--- src/ssf_pkg.sv ---
package ssf_pkg;

    // field widths
    localparam int VAL_W      = 10;
    localparam int BYTE_W     = 8;
    localparam int THR_W      = 10;
    localparam int QC_W       = 6;
    localparam int CL_W       = 7;
    localparam int PUMP_OUT_W = 4;
    localparam int CFG_IDX_W  = 2;
    localparam int CFG_DATA_W = 10;

    // configuration register indexes
    localparam logic [CFG_IDX_W-1:0] CFG_WATER_THRESHOLD = 2'd0;
    localparam logic [CFG_IDX_W-1:0] CFG_QUALIFY_COUNT   = 2'd1;
    localparam logic [CFG_IDX_W-1:0] CFG_CYCLE_LENGTH    = 2'd2;

    // register reset values
    localparam logic [THR_W-1:0] THR_RESET = 10'd770;
    localparam logic [QC_W-1:0]  QC_RESET  = 6'd5;
    localparam logic [CL_W-1:0]  CL_RESET  = 7'd68;

    // frame marker and escaped byte value
    localparam logic [BYTE_W-1:0] START_BYTE = 8'hFF;
    localparam logic [BYTE_W-1:0] ESC_BYTE   = 8'hFF;
    localparam logic [BYTE_W-1:0] ESC_SUBST  = 8'h00;

    typedef logic [VAL_W-1:0]  t_val;
    typedef logic [BYTE_W-1:0] t_byte;

    // status of the frame queue
    typedef struct packed {
        logic full;
        logic empty;
    } t_q_flags;

endpackage

--- src/ssf_front.sv ---
module ssf_front #(
    parameter int NUM_SOIL = 4
) (
    input  logic                          i_clk,
    input  logic                          i_rst_n,
    input  logic                          i_push,
    input  ssf_pkg::t_val                 i_sample,
    output logic                          o_full,
    input  logic                          i_cfg_we,
    input  logic [ssf_pkg::CFG_IDX_W-1:0]  i_cfg_index,
    input  logic [ssf_pkg::CFG_DATA_W-1:0] i_cfg_data,
    input  ssf_pkg::t_q_flags             i_q_flags,
    output logic                          o_q_push,
    output logic [ssf_pkg::PUMP_OUT_W+ssf_pkg::VAL_W*(NUM_SOIL+1)-1:0] o_q_data
);
    import ssf_pkg::*;

    localparam int NUM_VALUES = NUM_SOIL + 1;
    localparam int SLOT_W     = $clog2(NUM_VALUES);
    localparam logic [SLOT_W-1:0] LAST_SLOT = SLOT_W'(NUM_SOIL);

    logic [THR_W-1:0]    r_thr;
    logic [QC_W-1:0]     r_qc;
    logic [CL_W-1:0]     r_cl;
    logic [SLOT_W-1:0]   r_slot;
    t_val                r_held [NUM_SOIL];
    logic [CL_W-1:0]     r_cnt  [NUM_SOIL];
    logic [CL_W-1:0]     n_cnt  [NUM_SOIL];
    logic [NUM_SOIL-1:0] r_pump;
    logic [NUM_SOIL-1:0] n_pump;
    t_val                w_vals [NUM_VALUES];
    logic                w_accept;
    logic                w_frame;
    logic [CL_W-1:0]     w_qc_ext;
    logic [NUM_SOIL+PUMP_OUT_W-1:0] w_pump_pad;

    // classify the incoming transaction
    assign o_full   = (r_slot == LAST_SLOT) && i_q_flags.full;
    assign w_accept = i_push && !o_full;
    assign w_frame  = w_accept && (r_slot == LAST_SLOT);
    assign o_q_push = w_frame;
    assign w_qc_ext = CL_W'(r_qc);

    // values of the frame, the last soil reading straight from the input
    always_comb begin
        for (int i = 0; i < NUM_SOIL; i++) begin
            w_vals[i] = r_held[i];
        end
        w_vals[NUM_SOIL] = i_sample;
    end

    // pump timers, one lane per soil channel
    always_comb begin
        n_pump = r_pump;
        for (int c = 0; c < NUM_SOIL; c++) begin
            n_cnt[c] = r_cnt[c];
            if (w_frame) begin
                if (w_vals[c+1] > r_thr || r_cnt[c] >= w_qc_ext) begin
                    if (r_cnt[c] == w_qc_ext) begin
                        n_pump[c] = 1'b1;
                        n_cnt[c]  = r_cnt[c] + 7'd1;
                    end else if (r_cnt[c] >= r_cl) begin
                        n_pump[c] = 1'b0;
                        n_cnt[c]  = 7'd1;
                    end else begin
                        n_pump[c] = 1'b0;
                        n_cnt[c]  = r_cnt[c] + 7'd1;
                    end
                end else begin
                    n_pump[c] = 1'b0;
                    n_cnt[c]  = '0;
                end
            end
        end
    end

    // frame entry for the queue
    assign w_pump_pad = {{PUMP_OUT_W{1'b0}}, n_pump};
    always_comb begin
        o_q_data[PUMP_OUT_W+VAL_W*NUM_VALUES-1 -: PUMP_OUT_W] = w_pump_pad[PUMP_OUT_W-1:0];
        for (int i = 0; i < NUM_VALUES; i++) begin
            o_q_data[i*VAL_W +: VAL_W] = w_vals[i];
        end
    end

    // configuration registers
    always_ff @(posedge i_clk) begin
        if (!i_rst_n) begin
            r_thr <= THR_RESET;
            r_qc  <= QC_RESET;
            r_cl  <= CL_RESET;
        end else if (i_cfg_we) begin
            case (i_cfg_index)
                CFG_WATER_THRESHOLD: r_thr <= i_cfg_data[THR_W-1:0];
                CFG_QUALIFY_COUNT:   r_qc  <= i_cfg_data[QC_W-1:0];
                CFG_CYCLE_LENGTH:    r_cl  <= i_cfg_data[CL_W-1:0];
                default: ;
            endcase
        end
    end

    // channel rotation, held values and pump state
    always_ff @(posedge i_clk) begin
        if (!i_rst_n) begin
            r_slot <= '0;
            r_pump <= '0;
            for (int i = 0; i < NUM_SOIL; i++) begin
                r_held[i] <= '0;
                r_cnt[i]  <= '0;
            end
        end else begin
            if (w_accept) begin
                if (r_slot == LAST_SLOT) begin
                    r_slot <= '0;
                end else begin
                    r_slot <= r_slot + 1'b1;
                end
                for (int i = 0; i < NUM_SOIL; i++) begin
                    if (r_slot == SLOT_W'(i)) begin
                        r_held[i] <= i_sample;
                    end
                end
            end
            r_pump <= n_pump;
            for (int i = 0; i < NUM_SOIL; i++) begin
                r_cnt[i] <= n_cnt[i];
            end
        end
    end

endmodule

--- src/ssf_fifo.sv ---
module ssf_fifo #(
    parameter int W = 54
) (
    input  logic              i_clk,
    input  logic              i_rst_n,
    input  logic              i_push,
    input  logic [W-1:0]      i_data,
    input  logic              i_pop,
    output logic [W-1:0]      o_data,
    output ssf_pkg::t_q_flags o_flags
);
    import ssf_pkg::*;

    logic [W-1:0] r_mem [2];
    logic         r_wr_ptr;
    logic         r_rd_ptr;
    logic [1:0]   r_count;
    logic         w_wr;
    logic         w_rd;

    // two-entry frame queue
    assign o_flags.full  = (r_count == 2'd2);
    assign o_flags.empty = (r_count == 2'd0);
    assign w_wr   = i_push && !o_flags.full;
    assign w_rd   = i_pop && !o_flags.empty;
    assign o_data = r_mem[r_rd_ptr];

    always_ff @(posedge i_clk) begin
        if (w_wr) begin
            r_mem[r_wr_ptr] <= i_data;
        end
    end

    // pointers and fill count
    always_ff @(posedge i_clk) begin
        if (!i_rst_n) begin
            r_wr_ptr <= 1'b0;
            r_rd_ptr <= 1'b0;
            r_count  <= 2'd0;
        end else begin
            if (w_wr) begin
                r_wr_ptr <= !r_wr_ptr;
            end
            if (w_rd) begin
                r_rd_ptr <= !r_rd_ptr;
            end
            if (w_wr && !w_rd) begin
                r_count <= r_count + 2'd1;
            end else if (w_rd && !w_wr) begin
                r_count <= r_count - 2'd1;
            end
        end
    end

endmodule

--- src/ssf_back.sv ---
module ssf_back #(
    parameter int NUM_SOIL = 4
) (
    input  logic                            i_clk,
    input  logic                            i_rst_n,
    input  ssf_pkg::t_q_flags               i_q_flags,
    input  logic [ssf_pkg::PUMP_OUT_W+ssf_pkg::VAL_W*(NUM_SOIL+1)-1:0] i_q_data,
    output logic                            o_q_pop,
    output logic                            o_empty,
    input  logic                            i_pop,
    output ssf_pkg::t_byte                  o_frame_byte,
    output logic                            o_last,
    output logic [ssf_pkg::PUMP_OUT_W-1:0]  o_pump_on
);
    import ssf_pkg::*;

    localparam int NUM_VALUES = NUM_SOIL + 1;
    localparam int ESC_W      = 2 * NUM_VALUES;
    localparam int FRAME_LEN  = 2 * NUM_VALUES + 3;
    localparam int CNT_W      = $clog2(FRAME_LEN);
    localparam int VIDX_W     = $clog2(NUM_VALUES);
    localparam logic [CNT_W-1:0] IDX_LAST     = CNT_W'(FRAME_LEN - 1);
    localparam logic [CNT_W-1:0] IDX_ESC_HI   = CNT_W'(FRAME_LEN - 2);
    localparam logic [CNT_W-1:0] IDX_DATA_END = CNT_W'(2 * NUM_VALUES);

    logic [CNT_W-1:0]      r_idx;
    logic                  r_out_valid;
    t_byte                 r_out_byte;
    logic                  r_out_last;
    logic [PUMP_OUT_W-1:0] r_out_pump;
    t_byte                 w_hi [NUM_VALUES];
    t_byte                 w_lo [NUM_VALUES];
    logic [ESC_W-1:0]      w_esc_full;
    logic [ESC_W+15:0]     w_esc_pad;
    logic [15:0]           w_esc;
    logic [CNT_W-1:0]      w_j;
    logic [VIDX_W-1:0]     w_vidx;
    t_byte                 w_byte;
    logic                  w_adv;
    t_val                  w_v;

    // split values into bytes and collect escape flags
    always_comb begin
        w_esc_full = '0;
        for (int i = 0; i < NUM_VALUES; i++) begin
            w_v     = i_q_data[i*VAL_W +: VAL_W];
            w_hi[i] = BYTE_W'(w_v >> BYTE_W);
            w_lo[i] = w_v[BYTE_W-1:0];
            if (w_hi[i] == ESC_BYTE) begin
                w_hi[i] = ESC_SUBST;
                w_esc_full[ESC_W-1-2*i] = 1'b1;
            end
            if (w_lo[i] == ESC_BYTE) begin
                w_lo[i] = ESC_SUBST;
                w_esc_full[ESC_W-2-2*i] = 1'b1;
            end
        end
    end

    // escape word as sent, upper bits dropped
    assign w_esc_pad = {16'b0, w_esc_full};
    assign w_esc     = w_esc_pad[15:0];

    // byte selection by position in the frame
    assign w_j    = r_idx - 1'b1;
    assign w_vidx = w_j[VIDX_W:1];
    always_comb begin
        if (r_idx == '0) begin
            w_byte = START_BYTE;
        end else if (r_idx <= IDX_DATA_END) begin
            w_byte = w_j[0] ? w_lo[w_vidx] : w_hi[w_vidx];
        end else if (r_idx == IDX_ESC_HI) begin
            w_byte = w_esc[15:8];
        end else begin
            w_byte = w_esc[7:0];
        end
    end

    // advance when a frame is queued and the output register is free or being taken
    assign w_adv   = !i_q_flags.empty && (!r_out_valid || i_pop);
    assign o_q_pop = w_adv && (r_idx == IDX_LAST);

    assign o_empty      = !r_out_valid;
    assign o_frame_byte = r_out_byte;
    assign o_last       = r_out_last;
    assign o_pump_on    = r_out_pump;

    // output register payload
    always_ff @(posedge i_clk) begin
        if (w_adv) begin
            r_out_byte <= w_byte;
            r_out_last <= (r_idx == IDX_LAST);
            r_out_pump <= i_q_data[PUMP_OUT_W+VAL_W*NUM_VALUES-1 -: PUMP_OUT_W];
        end
    end

    // byte counter and output valid
    always_ff @(posedge i_clk) begin
        if (!i_rst_n) begin
            r_idx       <= '0;
            r_out_valid <= 1'b0;
        end else begin
            if (w_adv) begin
                r_out_valid <= 1'b1;
                if (r_idx == IDX_LAST) begin
                    r_idx <= '0;
                end else begin
                    r_idx <= r_idx + 1'b1;
                end
            end else if (i_pop) begin
                r_out_valid <= 1'b0;
            end
        end
    end

endmodule

--- src/sensor_scan_framer_pump_ctrl_core.sv ---
// with the byte output idle, a frame enters the queue at the edge that accepts the last
// soil sample of a rotation, and its first byte then reaches the outputs through the
// output register
// throughput: one sample per cycle in while full is low, one frame byte per cycle out
// while pop is high; a frame of 2*NUM_SOIL+5 bytes per NUM_SOIL+1 samples sets the
// sustained rate, limited by the single byte output register
// reset: synchronous active-low clears rotation, held values, pump timers, queue, output
module sensor_scan_framer_pump_ctrl_core #(
    parameter int NUM_SOIL = 4
) (
    input  logic                           i_clk,
    input  logic                           i_rst_n,
    input  logic                           push,
    output logic                           full,
    input  ssf_pkg::t_val                  i_sample,
    output logic                           empty,
    input  logic                           pop,
    output ssf_pkg::t_byte                 o_frame_byte,
    output logic                           o_last,
    output logic [ssf_pkg::PUMP_OUT_W-1:0]  o_pump_on,
    input  logic                           i_cfg_valid,
    output logic                           o_cfg_ready,
    input  logic [ssf_pkg::CFG_IDX_W-1:0]   i_cfg_index,
    input  logic [ssf_pkg::CFG_DATA_W-1:0]  i_cfg_data
);
    import ssf_pkg::*;

    localparam int Q_W = PUMP_OUT_W + VAL_W * (NUM_SOIL + 1);

    t_q_flags       w_q_flags;
    logic           w_q_push;
    logic           w_q_pop;
    logic [Q_W-1:0] w_q_wdata;
    logic [Q_W-1:0] w_q_rdata;

    // configuration writes are always taken
    assign o_cfg_ready = 1'b1;

    // sample intake, pump timers and frame capture
    ssf_front #(
        .NUM_SOIL (NUM_SOIL)
    ) u_front (
        .i_clk       (i_clk),
        .i_rst_n     (i_rst_n),
        .i_push      (push),
        .i_sample    (i_sample),
        .o_full      (full),
        .i_cfg_we    (i_cfg_valid),
        .i_cfg_index (i_cfg_index),
        .i_cfg_data  (i_cfg_data),
        .i_q_flags   (w_q_flags),
        .o_q_push    (w_q_push),
        .o_q_data    (w_q_wdata)
    );

    // frame queue between intake and byte output
    ssf_fifo #(
        .W (Q_W)
    ) u_fifo (
        .i_clk   (i_clk),
        .i_rst_n (i_rst_n),
        .i_push  (w_q_push),
        .i_data  (w_q_wdata),
        .i_pop   (w_q_pop),
        .o_data  (w_q_rdata),
        .o_flags (w_q_flags)
    );

    // frame serializer
    ssf_back #(
        .NUM_SOIL (NUM_SOIL)
    ) u_back (
        .i_clk        (i_clk),
        .i_rst_n      (i_rst_n),
        .i_q_flags    (w_q_flags),
        .i_q_data     (w_q_rdata),
        .o_q_pop      (w_q_pop),
        .o_empty      (empty),
        .i_pop        (pop),
        .o_frame_byte (o_frame_byte),
        .o_last       (o_last),
        .o_pump_on    (o_pump_on)
    );

endmodule

--- config.mk ---
export PLATFORM = sky130hd
export DESIGN_NAME = sensor_scan_framer_pump_ctrl_core
export DESIGN_NICKNAME = d
export VERILOG_FILES = /design/src/ssf_pkg.sv /design/src/ssf_front.sv /design/src/ssf_fifo.sv /design/src/ssf_back.sv /design/src/sensor_scan_framer_pump_ctrl_core.sv
export SDC_FILE = /design/constraint.sdc
export NUM_CORES = 1
export LEC_CHECK = 0
export BUFFER_PORTS_ARGS = -buffer_cell sky130_fd_sc_hd__buf_2
export CAP_MARGIN = 15
export CORE_ASPECT_RATIO = 1.1
export CORE_MARGIN = 10
export CORE_UTILIZATION = 62
export CTS_CLUSTER_DIAMETER = 120
export DETAILED_ROUTE_END_ITERATION = 12
export PLACE_DENSITY = 0.88
export SYNTH_ARGS = -nofsm -noshare
export SYNTH_HDL_FRONTEND = slang
export SYNTH_HIERARCHICAL = 1
export SYNTH_SLANG_ARGS = --single-unit
--- constraint.sdc ---
create_clock -name i_clk -period 5.7 [get_ports i_clk]
set_clock_uncertainty 0.1 [all_clocks]
set_input_delay 0.57 -clock i_clk [delete_from_list [all_inputs] [get_ports i_clk]]
set_output_delay 0.57 -clock i_clk [all_outputs]
set_load 0.05 [all_outputs]
== After elaboration in Yosys (flattened, before gate mapping) ==
Memories as Yosys holds them, arrays and structs flattened. A register that Yosys moved wholly into a read port is not among the register bits.
Index checks and enable logic that the tools add are counted.

* Add/sub/neg operators: 9
* Order comparisons: 14
* Eq/ne operators: 18
* Muxes and demuxes: 83
* Bitwise logic cells: 9
* Reduce and logical (&&, ||, !) cells: 31

{| class="wikitable"
|+ Operator list
! operator !! count
|-
| $mux W7 || 21
|-
| $mux W8 || 11
|-
| $bmux W8 S3 || 2
|-
| $mux W1 || 41
|-
| $eq A8 B8 Y1 const B || 5
|-
| $gt A10 B10 Y1 || 4
|-
| $mux W10 || 4
|-
| $add A7 B1 Y7 const B || 4
|-
| $eq A7 B6 Y1 || 4
|-
| $ge A7 B6 Y1 || 4
|-
| $ge A7 B7 Y1 || 4
|-
| $logic_and A1 B1 Y1 || 9
|-
| $eq A4 B4 Y1 const B || 2
|-
| $logic_not A1 Y1 || 8
|-
| $or A1 B1 Y1 || 8
|-
| $eq A3 B2 Y1 const B || 2
|-
| $reduce_and A2 Y1 || 3
|-
| $logic_or A1 B1 Y1 || 5
|-
| $add A4 B1 Y4 const B || 1
|-
| $eq A2 B2 Y1 const B || 2
|-
| $ge A4 B4 Y1 const B || 1
|-
| $le A4 B4 Y1 const B || 1
|-
| $logic_not A2 Y1 || 2
|-
| $logic_not A4 Y1 || 1
|-
| 13 further kinds || 15
|}

* Flip-flop bits (word level): 52
* Bits in writable memories: 176
* Bits of input ports: 27
* Output and inout port bits: 16
* Word-level logic and storage cells: 180
* Memories kept: 3

{| class="wikitable"
|+ Memories
! name !! words !! bits a word !! rd ports !! clocked after Yosys merged registers in !! wr ports !! RTL line !! text
|-
| u_fifo.r_mem || 2 || 54 || 1 || 1 || 1 || ssf_fifo.sv:14 || <nowiki>logic [W-1:0] r_mem [2];</nowiki>
|-
| u_front.r_held || 4 || 10 || 4 || 0 || 4 || ssf_front.sv:26 || <nowiki>t_val r_held [NUM_SOIL];</nowiki>
|-
| u_front.r_cnt || 4 || 7 || 4 || 0 || 4 || ssf_front.sv:27 || <nowiki>logic [CL_W-1:0] r_cnt [NUM_SOIL];</nowiki>
|}

== Depth between registers and ports, before layout ==
Gate-level depths: netlist of run 1.

* Word-level depth: 10
* Gate-level depth with buffers: 12
* Gate-level depth less buffers: 10

== Hierarchy ==
The synthesis of run 1 kept the hierarchy.

{| class="wikitable"
|+ By module, submodules not included
! module !! times used !! cells an instance !! area each (um^2) !! sequential area each (um^2)
|-
| ssf_front || 1 || 663 || 6239.7 || 2362.3
|-
| ssf_fifo || 1 || 193 || 4127.7 || 3343.2
|-
| ssf_back || 1 || 160 || 1481.4 || 490.5
|-
| sensor_scan_framer_pump_ctrl_core || 1 || 2 || 11.3 || 0.0
|}

== Worst setup path before layout of run 1 ==
OpenSTA, ideal clock, no wires.

* Path type: register to register
* From: register u_fifo.r_count[0]
* To: memory u_fifo.r_mem[0][0] (enable)
* Setup time: 457 ps
* Arrival time: 3584 ps
* Required time: 5143 ps
* Path slack: 1559 ps
* Stages on the path, launching flop included: 9
* Buffers on the path: 2
* Period minus slack after synthesis: 4141 ps
* Path through: dfxtp_1 -> nand2b_1 -> inv_2 -> nand4b_1 -> buf_2 -> inv_6 -> clkbuf_1 -> inv_1 -> nor3_2

{| class="wikitable"
|+ RTL lines
! item !! RTL line !! text
|-
| start, declared || ssf_fifo.sv:17 || <nowiki>logic [1:0] r_count;</nowiki>
|-
| start signal, assigned || ssf_fifo.sv:48 || <nowiki>r_count <= r_count + 2'd1;</nowiki>
|-
| start signal, assigned || ssf_fifo.sv:50 || <nowiki>r_count <= r_count - 2'd1;</nowiki>
|-
| end, declared || ssf_fifo.sv:14 ||
|}

==> results by group, run 1 <==
Detailed routing
  • First-pass DRT Iterations: 7
  • DR vias/cell: 6.515
  • Remaining antenna violation count: 0
  • Routed WL: 28470 um
  • Wirelength per Cell: 21.65 um
  • DRC violation count after routing: 0
  • Overall via count from detail_route: 8567
  • Starting DRC count in detailed routing: 804

Floorplan
  • DIE WIDTH: 151.9 um
  • Floorplan Core Area: 18970 um^2
  • Die Footprint: 25070 um^2
  • Standard-cell row count: 53
  • Number of ports placed on the die boundary: 43
  • Die Span Y: 165.1 um
  • Starting density of the core: 62.53%

Placed design
  • Cell area after placement: 12200 um^2
  • Half-perimeter wire length of the detailed placement result: 19730 um
  • Port buffer count: 41
  • Global placer's final weighted congestion: 0.9629
  • Placed cell count: 1273

Power
  • Cell area power density: 272.1 nW/um^2
  • Leakage power of the design: 4.986 nW
  • Final total power: 3.521 mW
  • Highest ir drop seen on vdd: 293.9 uV

Worst hold path
  • Worst hold path class: input pin to flop
  • Startpoint of the worst hold path: i_cfg_data[8]
  • Number of cells on the worst hold path: 3
  • Hold endpoint: u_front/r_thr[8]

Synth
  • Number of instances in the synthesized netlist: 1018
  • Distinct cells, synth: 75
  • Synth warnings: 6
  • Summed instance area of the synthesized netlist: 11860 um^2
  • Share of the yosys chip area belonging to registers: 52.24%
  • Share of flip-flops with an asynchronous set or reset after synthesis: 0%
  • Flop and latch count out of synthesis: 229
  • EDFF count, synth: 161
  • Nets in the synthesized netlist: 1151
  • Post-Synthesis Mean Instance Area: 11.65 um^2
  • Most frequently used flop master after synthesis: sky130_fd_sc_hd__edfxtp_1

Clocking
  • CTS HTree Levels: 1
  • CTS Buf Count: 23
  • Number of gates given a new drive strength after cts: 0
  • Register clock-pin slew on the reported worst setup and hold paths: 60 ps
  • Maximum clock insertion buffer count: 3
  • Clk root buf: sky130_fd_sc_hd__clkbuf_16
  • Count of hold buffers inserted by post-cts repair: 0
  • Sinks on the clock net: 229
  • CTS tree: yes
  • Setup Fix Bufs, Post-CTS: 0
  • Clk Latency, worst-skew pair: 520 ps

Run
  • Max-cap check violation count: 0

Global routing
  • Antenna violations before repair: 0
  • Wire length of the first global-routing pass: 44350 um
  • Via count of the first global-routing pass: 8327
  • Overflow after GRT: 0
  • Maximum number of pins on one net before global-route repair: 56
  • Global Route Usage Sum: 21.85%

Cells and area
  • ANT cells: 0
  • Count of non-filler cells in the finished layout: 1315
  • Area added between synthesis and finish: 9.115%
  • Net total in the final layout: 1184
  • Share of final-layout standard cells stronger than drive strength 1: 15.54%
  • Finished Cell Area: 12940 um^2

Timing
  • Setup repair after global routing missed its margin: no
  • Slew at the pin closest to its max-slew limit: 1258 ps
  • Final count of negative-setup-slack endpoints: 0
  • Final worst hold slack: 184.2 ps
  • TNS Setup: 0 ps
  • Minimum clock period: 3201 ps
  • Period utilization: 56.15%
  • Tightest slew margin relative to the limit: 15.95%
  • Highest Clock Rate: 0.3124 GHz
  • Slew Viols, Final: 0
  • Final Hold Violating Endpoints: 0

Run status
  • Run status: finished clean

Critical path
  • Data arrival time of the critical path: 3370 ps
  • Largest fanout of any net on the critical path: 34
  • Worst path slowest cell: sky130_fd_sc_hd__dfxtp_2
  • Worst setup path class: flop to flop
  • Kind of start point of the critical path: flop
  • Crit end category: flop
  • Critical R2R Capture: u_back/o_frame_byte[6]
  • CP peak stage delay: 660 ps
  • CP cell instances: buf_4 > mux2_2 > and4_1 > a41oi_1 > a221oi_1 > nor2_1 > a221o_1
  • Number of cells traversed by the worst register-to-register path: 7
  • FF-to-FF setup slack: 2500 ps
  • Required time of the critical path: 5870 ps
[cells in the final DEF (no fill, tap or decap), drive strengths merged, types with 7 or more instances in the layout]
cell type and instances:
edfxtp 161, nand2 76, ha 106, mux2i 15
nor2b 10, a21o 13, nor3b 7, nor3 12
nor2 40, inv 53, a211oi 10, mux2 55
a21oi 46, and2 48, dfxtp 68, nor4 7
and3 13, nand2b 11, clkbuf 34, o21ai 47
nand4 24, a221oi 8, a31oi 12, nand3 38
buf 49
[cells in the mapped netlist (11+ instances only)]
| library cell | n | area share, % |
|---|---|---|
| sky130_fd_sc_hd__edfxtp_1 | 161 | 41 |
| sky130_fd_sc_hd__ha_1 | 106 | 11 |
| sky130_fd_sc_hd__nand2_1 | 76 | 2.4 |
| sky130_fd_sc_hd__dfxtp_1 | 68 | 11 |
| sky130_fd_sc_hd__mux2_2 | 55 | 5.2 |
| sky130_fd_sc_hd__and2_1 | 48 | 2.5 |
| sky130_fd_sc_hd__inv_1 | 48 | 1.5 |
| sky130_fd_sc_hd__a21oi_1 | 46 | 1.9 |
| sky130_fd_sc_hd__o21ai_0 | 45 | 1.9 |
| sky130_fd_sc_hd__nor2_1 | 40 | 1.3 |
| sky130_fd_sc_hd__nand3_1 | 37 | 1.6 |
| sky130_fd_sc_hd__nand4_1 | 24 | 1.3 |
| sky130_fd_sc_hd__buf_4 | 18 | 1.1 |
| sky130_fd_sc_hd__mux2i_1 | 15 | 1.3 |
| sky130_fd_sc_hd__a21o_1 | 13 | 0.82 |
| sky130_fd_sc_hd__a31oi_1 | 12 | 0.63 |
| sky130_fd_sc_hd__and3_1 | 12 | 0.63 |
| sky130_fd_sc_hd__clkbuf_1 | 12 | 0.38 |
| sky130_fd_sc_hd__nor3_1 | 11 | 0.46 |
[worst max path at each step]
| stage | slack, ps | end | start |
|---|---|---|---|
| 2_1_floorplan | 1560 | u_fifo/r_mem[0][0] | u_fifo/r_count[0] |
| 3_3_place_gp | 2580 | u_back/o_frame_byte[1] | u_back/r_idx[0] |
| 3_5_place_dp | 2540 | u_back/o_frame_byte[1] | u_back/r_idx[0] |
| 4_1_cts | 2530 | u_back/o_frame_byte[1] | u_back/r_idx[0] |
| 5_1_grt | 2310 | u_back/o_frame_byte[6] | flop |
| 6_report | 2500 | u_back/o_frame_byte[6] | flop |
[metal layers]
layer  up-vias  global-route usage, %  part of all wire, %
met5         -                      0                    0
met4         0                  9.764                  4.6
met3       111                  3.367                  8.8
met2       482                  36.98                   47
met1      4081                  27.36                   39
li1       3893                      -                    -
[state kept, by name, summed over array words and instances, names as in the netlist, named ones only]
| name | cells |
|---|---|
| u_back/o_frame_byte | 8 |
| u_back/o_last | 1 |
| u_back/o_pump_on | 4 |
| u_back/r_idx | 4 |
| u_back/r_out_valid | 1 |
| u_fifo/r_count | 2 |
| u_fifo/r_mem | 108 |
| u_fifo/r_rd_ptr | 1 |
| u_fifo/r_wr_ptr | 1 |
| u_front/r_cl | 7 |
| u_front/r_cnt | 28 |
| u_front/r_held | 40 |
| u_front/r_pump | 4 |
| u_front/r_qc | 6 |
| u_front/r_slot | 3 |
| u_front/r_thr | 10 |
[power breakdown]
part	internal (mW)	switching, mW	total (mW)
combinational	0.0676	0.124	0.192
clock	0.868	0.629	1.50
sequential	1.81	0.0250	1.83
total	2.74	0.778	3.52
[per-stage QoR]
stage | utilization, % | setup slack (ps)
finish | 68.23 | 2499
global route | 68.23 | 2314
CTS | 68.23 | 2534
detailed placement | 64.31 | 2542
global placement | 64.31 | 2579
floorplan | - | 1559
[critical path: cells and delay by family (launching register included)]
family          cells  cell delay [ps]
compound gates      3              980
buf+inv             1              500
flops               1              660
mux                 1              270
simple gates        2              410
[layout make-up]
class / instances / area (um^2)
repair buffers: 49 / 265.3
multi-input cells: 697 / 5229
fillers: 1327 / 6025
flip-flops and latches: 229 / 6197
inverters: 51 / 196.4
clock buffers: 34 / 673.1
clock inverters: 8 / 71.32
well taps: 247 / 309.0
[logic make-up (layout without fill, tap and decap cells)]
family                     Yosys count  in the layout  share of synthesized area [%]
DFF                                229            229                          52.24
muxes                               72             72                          6.868
and+or+nand+nor                    314            314                          14.37
buffers and inverters               92            142                          3.735
AOI/OAI and AO/OA                  197            197                          11.06
xor gates and xnor gates             7              7                         0.5169
adders and majority gates          106            106                          11.18
other                                1              1                        0.03162
Power figures use the tool's default switching activity.
==> run 2: changes to the inputs <==
--- a/config.mk
+++ b/config.mk
@@ -9,10 +9,10 @@
 export CAP_MARGIN = 15
 export CORE_ASPECT_RATIO = 1.1
 export CORE_MARGIN = 10
-export CORE_UTILIZATION = 62
+export CORE_UTILIZATION = 56
 export CTS_CLUSTER_DIAMETER = 120
 export DETAILED_ROUTE_END_ITERATION = 12
-export PLACE_DENSITY = 0.88
+export PLACE_DENSITY = 0.84
 export SYNTH_ARGS = -nofsm -noshare
 export SYNTH_HDL_FRONTEND = slang
 export SYNTH_HIERARCHICAL = 1
==> constraint.sdc (replaced) <==
create_clock -name i_clk -period 2.8 [get_ports i_clk]
set_clock_uncertainty 0.1 [all_clocks]
set_input_delay 0.28 -clock i_clk [delete_from_list [all_inputs] [get_ports i_clk]]
set_output_delay 0.28 -clock i_clk [all_outputs]
set_load 0.05 [all_outputs]
==> results by group, run 2 (synthesized netlist as in run 1, its figures left out) <==
Global routing
  • Global Route Usage Sum: 20.02%
  • Wire length of the first global-routing pass: 45230 um
  • Maximum number of pins on one net before global-route repair: 51
  • Via count of the first global-routing pass: 8356
  • Overflow after GRT: 0
  • Antenna violations before repair: 0

Detailed routing
  • Routed WL: 28340 um
  • Overall via count from detail_route: 8370
  • Wirelength per Cell: 20.42 um
  • Starting DRC count in detailed routing: 667
  • Remaining antenna violation count: 0
  • Met1 wire length: 11970 um
  • Met2 wire length: 13790 um
  • First-pass DRT Iterations: 5
  • Highest metal used: met4
  • Wire length on met3: 1878 um
  • DR vias/cell: 6.030
  • DRC violation count after routing: 0

Clocking
  • Clk Latency, worst-skew pair: 520 ps
  • CTS tree: yes
  • Register clock-pin slew on the reported worst setup and hold paths: 70 ps
  • Clk root buf: sky130_fd_sc_hd__clkbuf_16
  • Setup Fix Bufs, Post-CTS: 0
  • CTS Buf Count: 23
  • Sinks on the clock net: 229
  • CTS HTree Levels: 1
  • Maximum clock insertion buffer count: 3

Timing
  • TNS Setup: 0 ps
  • Minimum clock period: 2672 ps
  • Final count of negative-setup-slack endpoints: 0
  • Slew Viols, Final: 0
  • Tightest slew margin relative to the limit: 37.51%
  • Highest Clock Rate: 0.3743 GHz
  • Slew at the pin closest to its max-slew limit: 935.4 ps
  • PnR worst setup slack: 128.4 ps
  • Final Hold Violating Endpoints: 0
  • Setup repair after global routing missed its margin: no
  • Period utilization: 95.41%

Power
  • Leakage power of the design: 5.196 nW
  • Combinational cell fraction of total power: 5.8%
  • Highest ir drop seen on vdd: 472.4 uV
  • Portion of total power attributed to the clock network: 44.5%
  • NetSw: 1.624 mW
  • Switching portion of total power: 21.69%
  • Cell area power density: 555.7 nW/um^2
  • Sequential group share of total power: 49.7%
  • Internal: 5.860 mW
  • Final total power: 7.484 mW

Critical path
  • Kind of start point of the critical path: flop
  • Required time of the critical path: 3120 ps
  • Worst setup path class: flop to flop
  • FF-to-FF setup slack: 130 ps
  • Reg2reg start: u_front/r_held[1][7]
  • Critical R2R Capture: u_front/r_cnt[0][3]
  • Data arrival time of the critical path: 2990 ps
  • Crit end category: flop
  • Largest fanout of any net on the critical path: 7
  • Number of cells traversed by the worst register-to-register path: 9

Placed design
  • Half-perimeter wire length of the detailed placement result: 20030 um
  • Global placer's final weighted congestion: 0.9274
  • Port buffer count: 41
  • Worst slack after detailed placement: 245.4 ps
  • Cell area after placement: 12490 um^2

Run
  • Max-cap check violation count: 0

Cells and area
  • Top Registers: u_fifo/r_mem (108), u_front/r_held (40), u_front/r_cnt (28)
  • Register containing the most flip-flops in the final layout: u_fifo/r_mem
  • Area added between synthesis and finish: 13.55%
  • Layout filler cell count: 1518
  • Flip-flop count of the largest register, all copies and words added: 108
  • Most common cell after layout, fill and taps aside: sky130_fd_sc_hd__edfxtp_1
  • Net total in the final layout: 1219
  • Multi-input gate area in the final layout: 5259 um^2
  • Finished Cell Area: 13470 um^2
  • ANT cells: 0
  • Share of final-layout standard cells stronger than drive strength 1: 17.95%
  • Commonest cells after routing, fill and taps aside: 161 x sky130_fd_sc_hd__edfxtp_1, 105 x sky130_fd_sc_hd__ha_1, 76 x sky130_fd_sc_hd__nand2_1
  • Area used by sequential logic in the layout: 6198 um^2

Worst hold path
  • Worst hold path class: input pin to flop
  • Startpoint of the worst hold path: i_sample[9]
  • Hold endpoint: u_fifo/r_mem[1][49]
  • Number of cells on the worst hold path: 1

Floorplan
  • Number of ports placed on the die boundary: 43
  • Floorplan Core Area: 20710 um^2
  • Die Span Y: 172.6 um
  • Standard-cell row count: 55
  • Die Footprint: 27410 um^2
  • DIE WIDTH: 158.8 um
  • Starting density of the core: 57.26%

Run status
  • Run status: finished clean
[run 2: final cells by class]
cell class	count	area share (%)
Timing Repair Buffer	84	4.534
Clock inverter	17	1.821
Sequential cell	229	46.03
Clock buffer	25	4.404
Multi-Input combinational cell	697	39.05
Inverter	51	1.514
Tap cell	285	2.648
[run 2: per-layer routing]
metal	global-route usage [%]	vias up
met4	5.928	0
met1	25.46	4005
met2	34.31	342
met3	3.183	56
li1	-	3967
met5	0	-
[run 2: how the worst max path moves through the flow]
| stage | cells after the start | to | slack (ps) | from |
|---|---|---|---|---|
| 2_1_floorplan | 8 | u_fifo/r_mem[0][0] | -150 | u_fifo/r_count[0] |
| 3_3_place_gp | 9 | u_front/r_cnt[0][4] | 260 | u_front/r_held[1][3] |
| 3_5_place_dp | 9 | u_front/r_cnt[0][3] | 250 | u_front/r_held[1][3] |
| 4_1_cts | 9 | u_front/r_cnt[0][3] | 140 | u_front/r_held[1][7] |
| 5_1_grt | 10 | u_front/r_cnt[0][4] | 20 | u_front/r_thr[7] |
| 6_report | 9 | u_front/r_cnt[0][3] | 130 | u_front/r_held[1][7] |
[run 2: power by group through the flow]
stage	clock [mW]	combinational (mW)	sequential, mW
2_1_floorplan	0	0.262	3.78
3_3_place_gp	0	0.385	3.79
3_5_place_dp	0	0.401	3.79
4_1_cts	3.37	0.422	3.72
5_1_grt	3.51	0.474	3.73
6_report	3.33	0.433	3.72
[run 2: what timing repair did]
action | CTS | global route
hold buffers | 13 | 0
setup endpoints to repair | 0 | 4
endpoints found under the hold margin | 27 | 0
gates resized for setup | 0 | 3
[run 2: worst max-delay path: stages (launching register included)]
cell,delay (ps)
sky130_fd_sc_hd__edfxtp_1,450
sky130_fd_sc_hd__ha_1,350
sky130_fd_sc_hd__a211oi_1,270
sky130_fd_sc_hd__nor2_1,90
sky130_fd_sc_hd__a2111oi_1,450
sky130_fd_sc_hd__buf_4,210
sky130_fd_sc_hd__o22ai_1,90
sky130_fd_sc_hd__nand3_1,250
sky130_fd_sc_hd__o21ai_0,130
sky130_fd_sc_hd__a21o_1,180
[run 2: stage by stage]
step	util [%]	cells	hold slack, ps
after floorplan	-	1018	297.6
after global placement	60.29	1333	324.7
after detailed placement	60.29	1333	331.9
after CTS	64.97	1388	19.74
after global routing	65.01	1388	19.51
final	65.01	1388	31.24
